[src/clcd_pkg.sv]
// ----------------------------------------------------------------------------
// clcd_pkg
// Shared types and constants for the 4-bit character LCD nibble sequencer.
// ----------------------------------------------------------------------------
package clcd_pkg;

  // Input command codes
  typedef enum logic [2:0] {
    CMD_PRINT    = 3'd0,
    CMD_CLEAR    = 3'd1,
    CMD_DISPCTL  = 3'd2,
    CMD_SETADDR  = 3'd3,
    CMD_INIT     = 3'd4
  } cmd_code_t;

  // Configuration register indexes
  localparam logic [2:0] CFG_CHARS_PER_LINE = 3'd0;
  localparam logic [2:0] CFG_LINE_COUNT     = 3'd1;
  localparam logic [2:0] CFG_LINE_ADDR_0    = 3'd2;
  localparam logic [2:0] CFG_LINE_ADDR_3    = 3'd5;

  localparam int CFG_INDEX_W = 3;
  localparam int CFG_DATA_W  = 7;

  // Field widths
  localparam int COMMAND_W = 3;
  localparam int VALUE_W   = 8;
  localparam int NIBBLE_W  = 4;
  localparam int COLUMN_W  = 6;
  localparam int LINE_W    = 3;
  localparam int ADDR_W    = 7;
  localparam int NUM_LINE_ADDR = 4;

  localparam int MAX_LINES_DEFAULT = 4;

  // Instruction bytes and special characters
  localparam logic [7:0] BYTE_CLEAR   = 8'b0000_0001;
  localparam logic [7:0] BYTE_DISPCTL = 8'b0000_1000;
  localparam logic [7:0] BYTE_SETADDR = 8'b1000_0000;
  localparam logic [7:0] CHAR_NEWLINE = 8'h0A;

  // Function set sequence for 4-bit mode: 3,3,3,2 then byte 0x28
  localparam int JOB_NIBBLES = 6;
  localparam logic [JOB_NIBBLES-1:0][NIBBLE_W-1:0] INIT_NIBBLES =
    {4'd8, 4'd2, 4'd2, 4'd3, 4'd3, 4'd3};

  localparam int JOB_COUNT_W = $clog2(JOB_NIBBLES + 1);
  localparam int JOB_IDX_W   = $clog2(JOB_NIBBLES);

  localparam int QUEUE_DEPTH = 2;

  // One queued job: nibbles in send order from index 0, with RS per nibble
  typedef struct packed {
    logic [JOB_COUNT_W-1:0]                count;
    logic [JOB_NIBBLES-1:0]                rs;
    logic [JOB_NIBBLES-1:0][NIBBLE_W-1:0]  nibs;
  } job_t;

endpackage

[src/clcd_if.sv]
// ----------------------------------------------------------------------------
// clcd_cmd_if / clcd_nib_if
// Valid/ready channels for commands in and bus nibbles out.
// ----------------------------------------------------------------------------
interface clcd_cmd_if;
  logic                              valid;
  logic                              ready;
  logic [clcd_pkg::COMMAND_W-1:0]    command;
  logic [clcd_pkg::VALUE_W-1:0]      value;

  modport source (output valid, output command, output value, input ready);
  modport sink   (input valid, input command, input value, output ready);
endinterface

interface clcd_nib_if;
  logic                              valid;
  logic                              ready;
  logic [clcd_pkg::NIBBLE_W-1:0]     nibble;
  logic                              reg_select;
  logic                              last;

  modport source (output valid, output nibble, output reg_select, output last,
                  input ready);
  modport sink   (input valid, input nibble, input reg_select, input last,
                  output ready);
endinterface

[src/clcd_front.sv]
// ----------------------------------------------------------------------------
// clcd_front
// Accepts commands, holds the configuration and the column / line tracking,
// and turns each command into a job of nibbles for the back end.
// ----------------------------------------------------------------------------
module clcd_front #(
  parameter int MaxLines = clcd_pkg::MAX_LINES_DEFAULT
) (
  input  logic                            clk,
  input  logic                            rst,
  clcd_cmd_if.sink                        cmd,
  input  logic                            cfg_write,
  input  logic [clcd_pkg::CFG_INDEX_W-1:0] cfg_index,
  input  logic [clcd_pkg::CFG_DATA_W-1:0]  cfg_data,
  output logic                            push_valid,
  input  logic                            push_ready,
  output clcd_pkg::job_t                  push_job
);

  localparam int LimW = clcd_pkg::LINE_W + 1;

  logic [clcd_pkg::COLUMN_W-1:0] chars_per_line;
  logic [clcd_pkg::LINE_W-1:0]   line_count;
  logic [clcd_pkg::ADDR_W-1:0]   line_addr [clcd_pkg::NUM_LINE_ADDR];

  logic [clcd_pkg::COLUMN_W-1:0] column, column_next;
  logic [clcd_pkg::LINE_W-1:0]   next_line, next_line_next;

  logic [LimW-1:0]               line_limit;
  logic                          can_break;
  logic                          is_newline;
  logic                          wrap;
  logic [clcd_pkg::ADDR_W-1:0]   brk_addr;
  logic [7:0]                    brk_byte;
  logic [7:0]                    byte_out;
  logic                          accept;
  clcd_pkg::job_t                job;

  // Line limit is the smaller of the register and the hardware line count
  assign line_limit = ({1'b0, line_count} < LimW'(MaxLines)) ?
                      {1'b0, line_count} : LimW'(MaxLines);
  assign can_break  = {1'b0, next_line} < line_limit;
  assign is_newline = (line_count != '0) && (cmd.value == clcd_pkg::CHAR_NEWLINE);
  assign wrap       = (chars_per_line != '0) && (column == chars_per_line) && can_break;
  assign brk_addr   = next_line[2] ? '0 : line_addr[next_line[1:0]];
  assign brk_byte   = clcd_pkg::BYTE_SETADDR | {1'b0, brk_addr};

  // Build the job and the next tracking state
  always_comb begin
    job            = '0;
    byte_out       = '0;
    column_next    = column;
    next_line_next = next_line;
    unique case (cmd.command)
      clcd_pkg::CMD_PRINT: begin
        if (is_newline) begin
          if (can_break) begin
            job.count      = clcd_pkg::JOB_COUNT_W'(2);
            job.nibs[0]    = brk_byte[7:4];
            job.nibs[1]    = brk_byte[3:0];
            next_line_next = next_line + 1'b1;
            column_next    = '0;
          end
        end else if (wrap) begin
          job.count      = clcd_pkg::JOB_COUNT_W'(4);
          job.nibs[0]    = brk_byte[7:4];
          job.nibs[1]    = brk_byte[3:0];
          job.nibs[2]    = cmd.value[7:4];
          job.nibs[3]    = cmd.value[3:0];
          job.rs[3:2]    = 2'b11;
          next_line_next = next_line + 1'b1;
          column_next    = clcd_pkg::COLUMN_W'(1);
        end else begin
          job.count   = clcd_pkg::JOB_COUNT_W'(2);
          job.nibs[0] = cmd.value[7:4];
          job.nibs[1] = cmd.value[3:0];
          job.rs[1:0] = 2'b11;
          if (chars_per_line != '0 && column != '1) begin
            column_next = column + 1'b1;
          end
        end
      end
      clcd_pkg::CMD_CLEAR: begin
        byte_out       = clcd_pkg::BYTE_CLEAR;
        job.count      = clcd_pkg::JOB_COUNT_W'(2);
        job.nibs[0]    = byte_out[7:4];
        job.nibs[1]    = byte_out[3:0];
        column_next    = '0;
        next_line_next = '0;
      end
      clcd_pkg::CMD_DISPCTL: begin
        byte_out    = clcd_pkg::BYTE_DISPCTL | {5'd0, cmd.value[2:0]};
        job.count   = clcd_pkg::JOB_COUNT_W'(2);
        job.nibs[0] = byte_out[7:4];
        job.nibs[1] = byte_out[3:0];
      end
      clcd_pkg::CMD_SETADDR: begin
        byte_out    = clcd_pkg::BYTE_SETADDR | {1'b0, cmd.value[6:0]};
        job.count   = clcd_pkg::JOB_COUNT_W'(2);
        job.nibs[0] = byte_out[7:4];
        job.nibs[1] = byte_out[3:0];
      end
      clcd_pkg::CMD_INIT: begin
        job.count = clcd_pkg::JOB_COUNT_W'(clcd_pkg::JOB_NIBBLES);
        job.nibs  = clcd_pkg::INIT_NIBBLES;
      end
      default: begin
        job = '0;
      end
    endcase
  end

  // Items that yield nothing are still taken, only when the queue has room
  assign cmd.ready  = push_ready;
  assign accept     = cmd.valid && push_ready;
  assign push_valid = cmd.valid && (job.count != '0);
  assign push_job   = job;

  // Tracking state
  always_ff @(posedge clk) begin
    if (rst) begin
      column    <= '0;
      next_line <= '0;
    end else if (accept) begin
      column    <= column_next;
      next_line <= next_line_next;
    end
  end

  // Configuration registers
  always_ff @(posedge clk) begin
    if (rst) begin
      chars_per_line <= '0;
      line_count     <= '0;
      for (int i = 0; i < clcd_pkg::NUM_LINE_ADDR; i++) begin
        line_addr[i] <= '0;
      end
    end else if (cfg_write) begin
      if (cfg_index == clcd_pkg::CFG_CHARS_PER_LINE) begin
        chars_per_line <= cfg_data[clcd_pkg::COLUMN_W-1:0];
      end else if (cfg_index == clcd_pkg::CFG_LINE_COUNT) begin
        line_count <= cfg_data[clcd_pkg::LINE_W-1:0];
      end else if (cfg_index >= clcd_pkg::CFG_LINE_ADDR_0 &&
                   cfg_index <= clcd_pkg::CFG_LINE_ADDR_3) begin
        line_addr[2'(cfg_index - clcd_pkg::CFG_LINE_ADDR_0)] <= cfg_data;
      end
    end
  end

  // A clear always restarts tracking from the top-left
  a_clear_resets: assert property (@(posedge clk) disable iff (rst)
    accept && cmd.command == clcd_pkg::CMD_CLEAR |=> column == '0 && next_line == '0)
    else $error("clear did not reset column tracking");

  // A line break is only ever taken below the limit
  a_break_limit: assert property (@(posedge clk) disable iff (rst)
    accept && next_line_next != next_line && cmd.command == clcd_pkg::CMD_PRINT
      |-> can_break)
    else $error("line break past the line limit");

  // A wrap restarts the column at one character in
  a_wrap_column: assert property (@(posedge clk) disable iff (rst)
    accept && cmd.command == clcd_pkg::CMD_PRINT && !is_newline && wrap
      |=> column == clcd_pkg::COLUMN_W'(1))
    else $error("column wrong after wrap");

endmodule

[src/clcd_queue.sv]
// ----------------------------------------------------------------------------
// clcd_queue
// Short job queue between the front and back ends.
// ----------------------------------------------------------------------------
module clcd_queue (
  input  logic           clk,
  input  logic           rst,
  input  logic           push_valid,
  output logic           push_ready,
  input  clcd_pkg::job_t push_job,
  output logic           pop_valid,
  input  logic           pop_ready,
  output clcd_pkg::job_t pop_job
);

  localparam int PtrW = $clog2(clcd_pkg::QUEUE_DEPTH);
  localparam int CntW = $clog2(clcd_pkg::QUEUE_DEPTH + 1);

  clcd_pkg::job_t  slots [clcd_pkg::QUEUE_DEPTH];
  logic [PtrW-1:0] wr_ptr, rd_ptr;
  logic [CntW-1:0] fill;
  logic            do_push, do_pop;

  assign push_ready = fill != CntW'(clcd_pkg::QUEUE_DEPTH);
  assign pop_valid  = fill != '0;
  assign pop_job    = slots[rd_ptr];
  assign do_push    = push_valid && push_ready;
  assign do_pop     = pop_valid && pop_ready;

  // Store the job
  always_ff @(posedge clk) begin
    if (do_push) begin
      slots[wr_ptr] <= push_job;
    end
  end

  // Advance pointers and fill count
  always_ff @(posedge clk) begin
    if (rst) begin
      wr_ptr <= '0;
      rd_ptr <= '0;
      fill   <= '0;
    end else begin
      if (do_push) begin
        wr_ptr <= (wr_ptr == PtrW'(clcd_pkg::QUEUE_DEPTH - 1)) ? '0 : wr_ptr + 1'b1;
      end
      if (do_pop) begin
        rd_ptr <= (rd_ptr == PtrW'(clcd_pkg::QUEUE_DEPTH - 1)) ? '0 : rd_ptr + 1'b1;
      end
      if (do_push && !do_pop) begin
        fill <= fill + 1'b1;
      end else if (do_pop && !do_push) begin
        fill <= fill - 1'b1;
      end
    end
  end

  // Fill count never exceeds the depth
  a_fill_bound: assert property (@(posedge clk) disable iff (rst)
    fill <= CntW'(clcd_pkg::QUEUE_DEPTH))
    else $error("queue fill count out of range");

  // Empty queue has aligned pointers
  a_empty_ptrs: assert property (@(posedge clk) disable iff (rst)
    fill == '0 |-> wr_ptr == rd_ptr)
    else $error("queue pointers disagree when empty");

  // Push with room but no pop raises the fill count
  a_fill_up: assert property (@(posedge clk) disable iff (rst)
    do_push && !do_pop |=> fill == $past(fill) + 1'b1)
    else $error("queue fill count not advanced");

endmodule

[src/clcd_back.sv]
// ----------------------------------------------------------------------------
// clcd_back
// Steps through each job one nibble per cycle, unless nib.ready stalls it, into a registered output.
// ----------------------------------------------------------------------------
module clcd_back (
  input  logic           clk,
  input  logic           rst,
  input  logic           pop_valid,
  output logic           pop_ready,
  input  clcd_pkg::job_t pop_job,
  clcd_nib_if.source     nib
);

  clcd_pkg::job_t                  cur;
  logic                            cur_valid;
  logic [clcd_pkg::JOB_IDX_W-1:0]  idx;
  logic                            advance, emit, finish;
  logic                            is_last;

  assign advance   = !nib.valid || nib.ready;
  assign emit      = advance && cur_valid;
  assign is_last   = clcd_pkg::JOB_COUNT_W'(idx) == (cur.count - 1'b1);
  assign finish    = emit && is_last;
  assign pop_ready = !cur_valid || finish;

  // Hold the job in progress
  always_ff @(posedge clk) begin
    if (pop_valid && pop_ready) begin
      cur <= pop_job;
    end
  end

  // Step the nibble index
  always_ff @(posedge clk) begin
    if (rst) begin
      cur_valid <= 1'b0;
      idx       <= '0;
    end else if (pop_valid && pop_ready) begin
      cur_valid <= 1'b1;
      idx       <= '0;
    end else if (finish) begin
      cur_valid <= 1'b0;
      idx       <= '0;
    end else if (emit) begin
      idx <= idx + 1'b1;
    end
  end

  // Output register
  always_ff @(posedge clk) begin
    if (rst) begin
      nib.valid <= 1'b0;
    end else if (advance) begin
      nib.valid <= cur_valid;
    end
  end

  always_ff @(posedge clk) begin
    if (emit) begin
      nib.nibble     <= cur.nibs[idx];
      nib.reg_select <= cur.rs[idx];
      nib.last       <= is_last;
    end
  end

  // Index stays inside the job
  a_idx_range: assert property (@(posedge clk) disable iff (rst)
    cur_valid |-> clcd_pkg::JOB_COUNT_W'(idx) < cur.count)
    else $error("nibble index past job length");

  // Jobs are always whole bytes or the init run
  a_job_len: assert property (@(posedge clk) disable iff (rst)
    cur_valid |-> cur.count == clcd_pkg::JOB_COUNT_W'(2) ||
                  cur.count == clcd_pkg::JOB_COUNT_W'(4) ||
                  cur.count == clcd_pkg::JOB_COUNT_W'(clcd_pkg::JOB_NIBBLES))
    else $error("job length invalid");

  // Every emitted nibble shows up on the output
  a_emit_shows: assert property (@(posedge clk) disable iff (rst)
    emit |=> nib.valid)
    else $error("emitted nibble lost");

endmodule

[src/char_lcd_text_nibble_sequencer.sv]
// ----------------------------------------------------------------------------
// char_lcd_text_nibble_sequencer
// Command-to-nibble front end for a 4-bit character LCD bus.
// ----------------------------------------------------------------------------
// Each accepted command becomes 0, 2, 4 or 6 nibbles on the output channel,
// high nibble first, with reg_select high for printed characters and last
// marking the final nibble of a command. The output runs at one nibble per
// cycle while nib.ready does not stall it; a character with a line wrap gives
// 4 nibbles and initialize gives 6. The input takes one command per cycle
// while the two-entry job queue has room; commands that produce nothing pass
// straight through. Configuration must be written while the block is idle.
module char_lcd_text_nibble_sequencer #(
  parameter int MaxLines = clcd_pkg::MAX_LINES_DEFAULT
) (
  input  logic                             clk,
  input  logic                             rst,
  clcd_cmd_if.sink                         cmd,
  clcd_nib_if.source                       nib,
  input  logic                             cfg_write,
  input  logic [clcd_pkg::CFG_INDEX_W-1:0] cfg_index,
  input  logic [clcd_pkg::CFG_DATA_W-1:0]  cfg_data
);

  logic           push_valid, push_ready;
  clcd_pkg::job_t push_job;
  logic           pop_valid, pop_ready;
  clcd_pkg::job_t pop_job;

  // Classify commands and track position
  clcd_front #(.MaxLines(MaxLines)) u_front (
    .clk        (clk),
    .rst        (rst),
    .cmd        (cmd),
    .cfg_write  (cfg_write),
    .cfg_index  (cfg_index),
    .cfg_data   (cfg_data),
    .push_valid (push_valid),
    .push_ready (push_ready),
    .push_job   (push_job)
  );

  // Decouple front and back
  clcd_queue u_queue (
    .clk        (clk),
    .rst        (rst),
    .push_valid (push_valid),
    .push_ready (push_ready),
    .push_job   (push_job),
    .pop_valid  (pop_valid),
    .pop_ready  (pop_ready),
    .pop_job    (pop_job)
  );

  // Drive the nibble bus
  clcd_back u_back (
    .clk       (clk),
    .rst       (rst),
    .pop_valid (pop_valid),
    .pop_ready (pop_ready),
    .pop_job   (pop_job),
    .nib       (nib)
  );

endmodule
[src/flat_wrapper.sv]
// flat-port wrapper written by rule: the top's interface ports become plain ports
module char_lcd_text_nibble_sequencer_flat 
#(
  parameter int MaxLines = clcd_pkg::MAX_LINES_DEFAULT
)
  (clk, rst, cfg_write, cfg_index, cfg_data, cmd_valid, cmd_command, cmd_value, cmd_ready, nib_valid, nib_nibble, nib_reg_select, nib_last, nib_ready);
  clcd_cmd_if cmd_i ();
  clcd_nib_if nib_i ();
  input  logic clk;
  input  logic rst;
  input  logic cfg_write;
  input  logic [clcd_pkg::CFG_INDEX_W-1:0] cfg_index;
  input  logic [clcd_pkg::CFG_DATA_W-1:0] cfg_data;
  input wire logic [$bits(cmd_i.valid)-1:0] cmd_valid;
  input wire logic [$bits(cmd_i.command)-1:0] cmd_command;
  input wire logic [$bits(cmd_i.value)-1:0] cmd_value;
  output wire logic [$bits(cmd_i.ready)-1:0] cmd_ready;
  output wire logic [$bits(nib_i.valid)-1:0] nib_valid;
  output wire logic [$bits(nib_i.nibble)-1:0] nib_nibble;
  output wire logic [$bits(nib_i.reg_select)-1:0] nib_reg_select;
  output wire logic [$bits(nib_i.last)-1:0] nib_last;
  input wire logic [$bits(nib_i.ready)-1:0] nib_ready;
  assign cmd_i.valid = cmd_valid;
  assign cmd_i.command = cmd_command;
  assign cmd_i.value = cmd_value;
  assign cmd_ready = cmd_i.ready;
  assign nib_valid = nib_i.valid;
  assign nib_nibble = nib_i.nibble;
  assign nib_reg_select = nib_i.reg_select;
  assign nib_last = nib_i.last;
  assign nib_i.ready = nib_ready;
  char_lcd_text_nibble_sequencer #(.MaxLines(MaxLines)) u_core (.clk(clk), .rst(rst), .cmd(cmd_i), .nib(nib_i), .cfg_write(cfg_write), .cfg_index(cfg_index), .cfg_data(cfg_data));
endmodule
[config.mk]
export PLATFORM = sky130hd
export DESIGN_NAME = char_lcd_text_nibble_sequencer_flat
export DESIGN_NICKNAME = d
export VERILOG_FILES = /design/src/clcd_pkg.sv /design/src/clcd_if.sv /design/src/clcd_front.sv /design/src/clcd_queue.sv /design/src/clcd_back.sv /design/src/char_lcd_text_nibble_sequencer.sv /design/src/flat_wrapper.sv
export SDC_FILE = /design/constraint.sdc
export NUM_CORES = 1
export LEC_CHECK = 0
export BUFFER_PORTS_ARGS = -buffer_cell sky130_fd_sc_hd__buf_2
export CAP_MARGIN = 20
export CORE_MARGIN = 10
export CORE_UTILIZATION = 47
export DETAILED_ROUTE_END_ITERATION = 10
export SYNTH_ARGS = -nofsm -noshare
export SYNTH_HDL_FRONTEND = slang
export SYNTH_SLANG_ARGS = --single-unit
export TNS_END_PERCENT = 30
[constraint.sdc]
create_clock -name clk -period 4.4 [get_ports clk]
set_input_delay 0 -clock clk [delete_from_list [all_inputs] [get_ports clk]]
set_output_delay 0 -clock clk [all_outputs]
set_load 0.02 [all_outputs]
==> metrics.txt <==
Core Util, Final=56.9%; Power Density=514 nW/um^2; post-synth top area share=51.8%; register area share after synthesis=62.1%; Hold WC Path Type=in2reg; Setup Skew=0.00629 ns; Post-synth top cells=edfxtp_1 (97), nor2_1 (40), and2_1 (39); DR vias/cell=5.38; hold_buf cts=14; drt initial violations=175; first-pass GRT wire length=18.0 mm; Core Area=11600 sq um; Post-synth EDFFs=97; CP arrival=3.03 ns; CTS Buffer Depth=2; post-DP HPWL=7.45 mm; Area contributors post-synth=edfxtp_1 (52%), dfxtp_1 (10%), mux4_2 (4.4%); share of cells above drive strength 1=22.0%; Post-Place Worst Slack=1.42 ns; cell taking the most area after synthesis=edfxtp_1; critical setup path kind=reg2reg; Syn. warnings=0; 1st-pass router iterations=4; Worst Path Max Fanout=21; area delta synth->final=16.9%; area of the mapped netlist=5620 sq um; ant diodes=0; fmax=334 MHz; CP endpoint kind=flop; Rows=39; Boundary Pins=34; later-pin clock latency in the skew report=0.41 ns; Routed WL per cell=17.0 um; Mapped Cells=415; Max Cap Viol=0; total global routing overflow=0; Async SR Flop Fraction=0%; endpoints failing setup=0; RSZ-0062 raised after global routing=no; Tot GR Track Use=14.0%; Slew HR=32.7%; CP required=4.43 ns; Least-Margin Pin Slew=1.01 ns; final wirelength=10.5 mm; top-count cell post-synth=edfxtp_1; pin count of the biggest net entering global routing=27; outcome=complete, no violations; IR drop worst, VDD=0.278 mV; total negative slack=0 ns; Syn Nets=447; initial core utilization=48.6%; Primary FF master, synth=edfxtp_1; # port buffers=33; Die Area=16700 sq um; Tmin final=2.99 ns; clk sink count=126; Synth cell types=55; Post-Synthesis Mean Instance Area=13.6 sq um; post-cts sizing count=0; Slew Limit Fails=0; P_leak=2.35 nW; ratio of final minimum period to clock period=68.0%; Detail Route Antenna Nets=0; GP Congestion=0.866; post-synthesis register bit count=126; routed vias=3341; final hold vios=0; layout net count=498; CP startpoint kind=flop; Setup Buffers After CTS=0; Chip Width=129 um; post-route setup slack=1.41 ns; initial antenna violation count=0; htree depth=4; Die H=129 um; cts bufs inserted=17; vias in the first global route=3568; Clk pin slew, worst setup/hold paths=0.05 ns; CTS Root Cell=clkbuf_16; CTS tree=done; Residual DRC=0
## layout by cell type, fill, tap and decap left out, types with 4 or more instances in the layout
master	netlist	layout
a21oi_1	16	16
and2_1	39	39
and3_1	4	4
buf_2	3	33
clkbuf_16	0	17
clkinv_2	0	4
dfxtp_1	29	29
dlygate4sd3_1	0	14
edfxtp_1	97	97
ha_1	6	6
inv_1	10	10
mux2_2	21	21
mux2i_1	15	15
mux4_2	11	11
nand2_1	16	16
nand2b_1	8	8
nand3_1	6	6
nor2_1	40	40
o21ai_0	13	13
or3_1	4	4
xnor2_1	12	12
xor2_1	4	4
## cell type report
type,count,area [sq um]
timing repair buffer,48,313
multi-input combinational,263,2020
fill,930,4990
sequential,126,3490
inverter,10,37.5
clock buffer,18,429
tap,143,179
clock inverter,13,101
## sequential cells by signal, summed over array words and instances (netlist names), named ones only
signal / cells
u_core.u_front.line_addr: 28
u_core.u_back.cur: 21
u_core.u_back.nib.last: 1
u_core.u_back.cur_valid: 1
u_core.u_front.chars_per_line: 6
u_core.u_queue.rd_ptr: 1
u_core.u_back.nib.valid: 1
u_core.u_front.next_line: 3
u_core.u_front.line_count: 3
u_core.u_queue.slots: 42
u_core.u_back.nib.nibble: 4
u_core.u_back.nib.reg_select: 1
u_core.u_back.idx: 3
u_core.u_queue.fill: 2
u_core.u_front.column: 6
u_core.u_queue.wr_ptr: 1
## critical path: stages (launching register included)
cell      delay [ns]
dfxtp_1         0.40
inv_1           0.11
nand2_1         0.09
ha_1            0.23
o21ai_0         0.20
o21bai_2        0.17
a311oi_1        0.57
and2_1          0.85
## where the power goes
part | internal, W | switching (W)
registers | 0.00152 | 0.000107
clock network | 0.000761 | 0.000488
logic | 0.000246 | 0.000256
## worst paths after layout
| kind | startpoint | endpoint | slack [ns] | cells after the start |
|---|---|---|---|---|
| worst min register to register | u_core.u_back.cur_valid$_SDFFE_PP0P_ | u_core.u_back.nib.valid$_SDFFE_PP0N_ | 0.47 | 2 |
| worst max register to register | u_core.u_front.line_count[2]$_SDFFE_PP0P_ | u_core.u_queue.slots[1][3]$_DFFE_PP_ | 1.41 | 7 |
| worst min-delay path | rst | u_core.u_queue.rd_ptr$_SDFFE_PP0P_ | 0.02 | 2 |
| worst max-delay path | u_core.u_front.line_count[2]$_SDFFE_PP0P_ | u_core.u_queue.slots[1][3]$_DFFE_PP_ | 1.41 | 7 |
## stage by stage
step | power (W) | instance area [sq um] | hold slack, ns | std cells
floorplan | 0.00201 | 5620 | 0.139 | 415
global placement | 0.00214 | 5900 | 0.296 | 576
detailed placement | 0.00215 | 5900 | 0.294 | 576
CTS | 0.00342 | 6580 | 0.00971 | 621
global route | 0.00355 | 6580 | 0.0494 | 621
finish | 0.00338 | 6580 | 0.0206 | 621
## per-layer routing
metal	GRT usage, %	wire length [um]	part of all wire (%)
met5	0	0	0
met4	7.83	278	2.6
met3	4.32	363	3.4
met2	23.5	5350	51
met1	15.5	4530	43
## cell families (layout without fill, tap and decap cells)
| logic type | count (synthesis) | in the layout | synth area share (%) |
|---|---|---|---|
| flip-flops | 126 | 126 | 62.1 |
| buffers and inverters | 26 | 89 | 1.94 |
| AO/OA/AOI/OAI | 56 | 56 | 7.14 |
| AND/OR/NAND/NOR | 138 | 138 | 13.7 |
| multiplexers | 47 | 47 | 11.3 |
| XOR/XNOR | 16 | 16 | 2.49 |
| adder cells (fa/ha/maj) | 6 | 6 | 1.33 |
No activity file was read; power rests on OpenSTA's default activity.
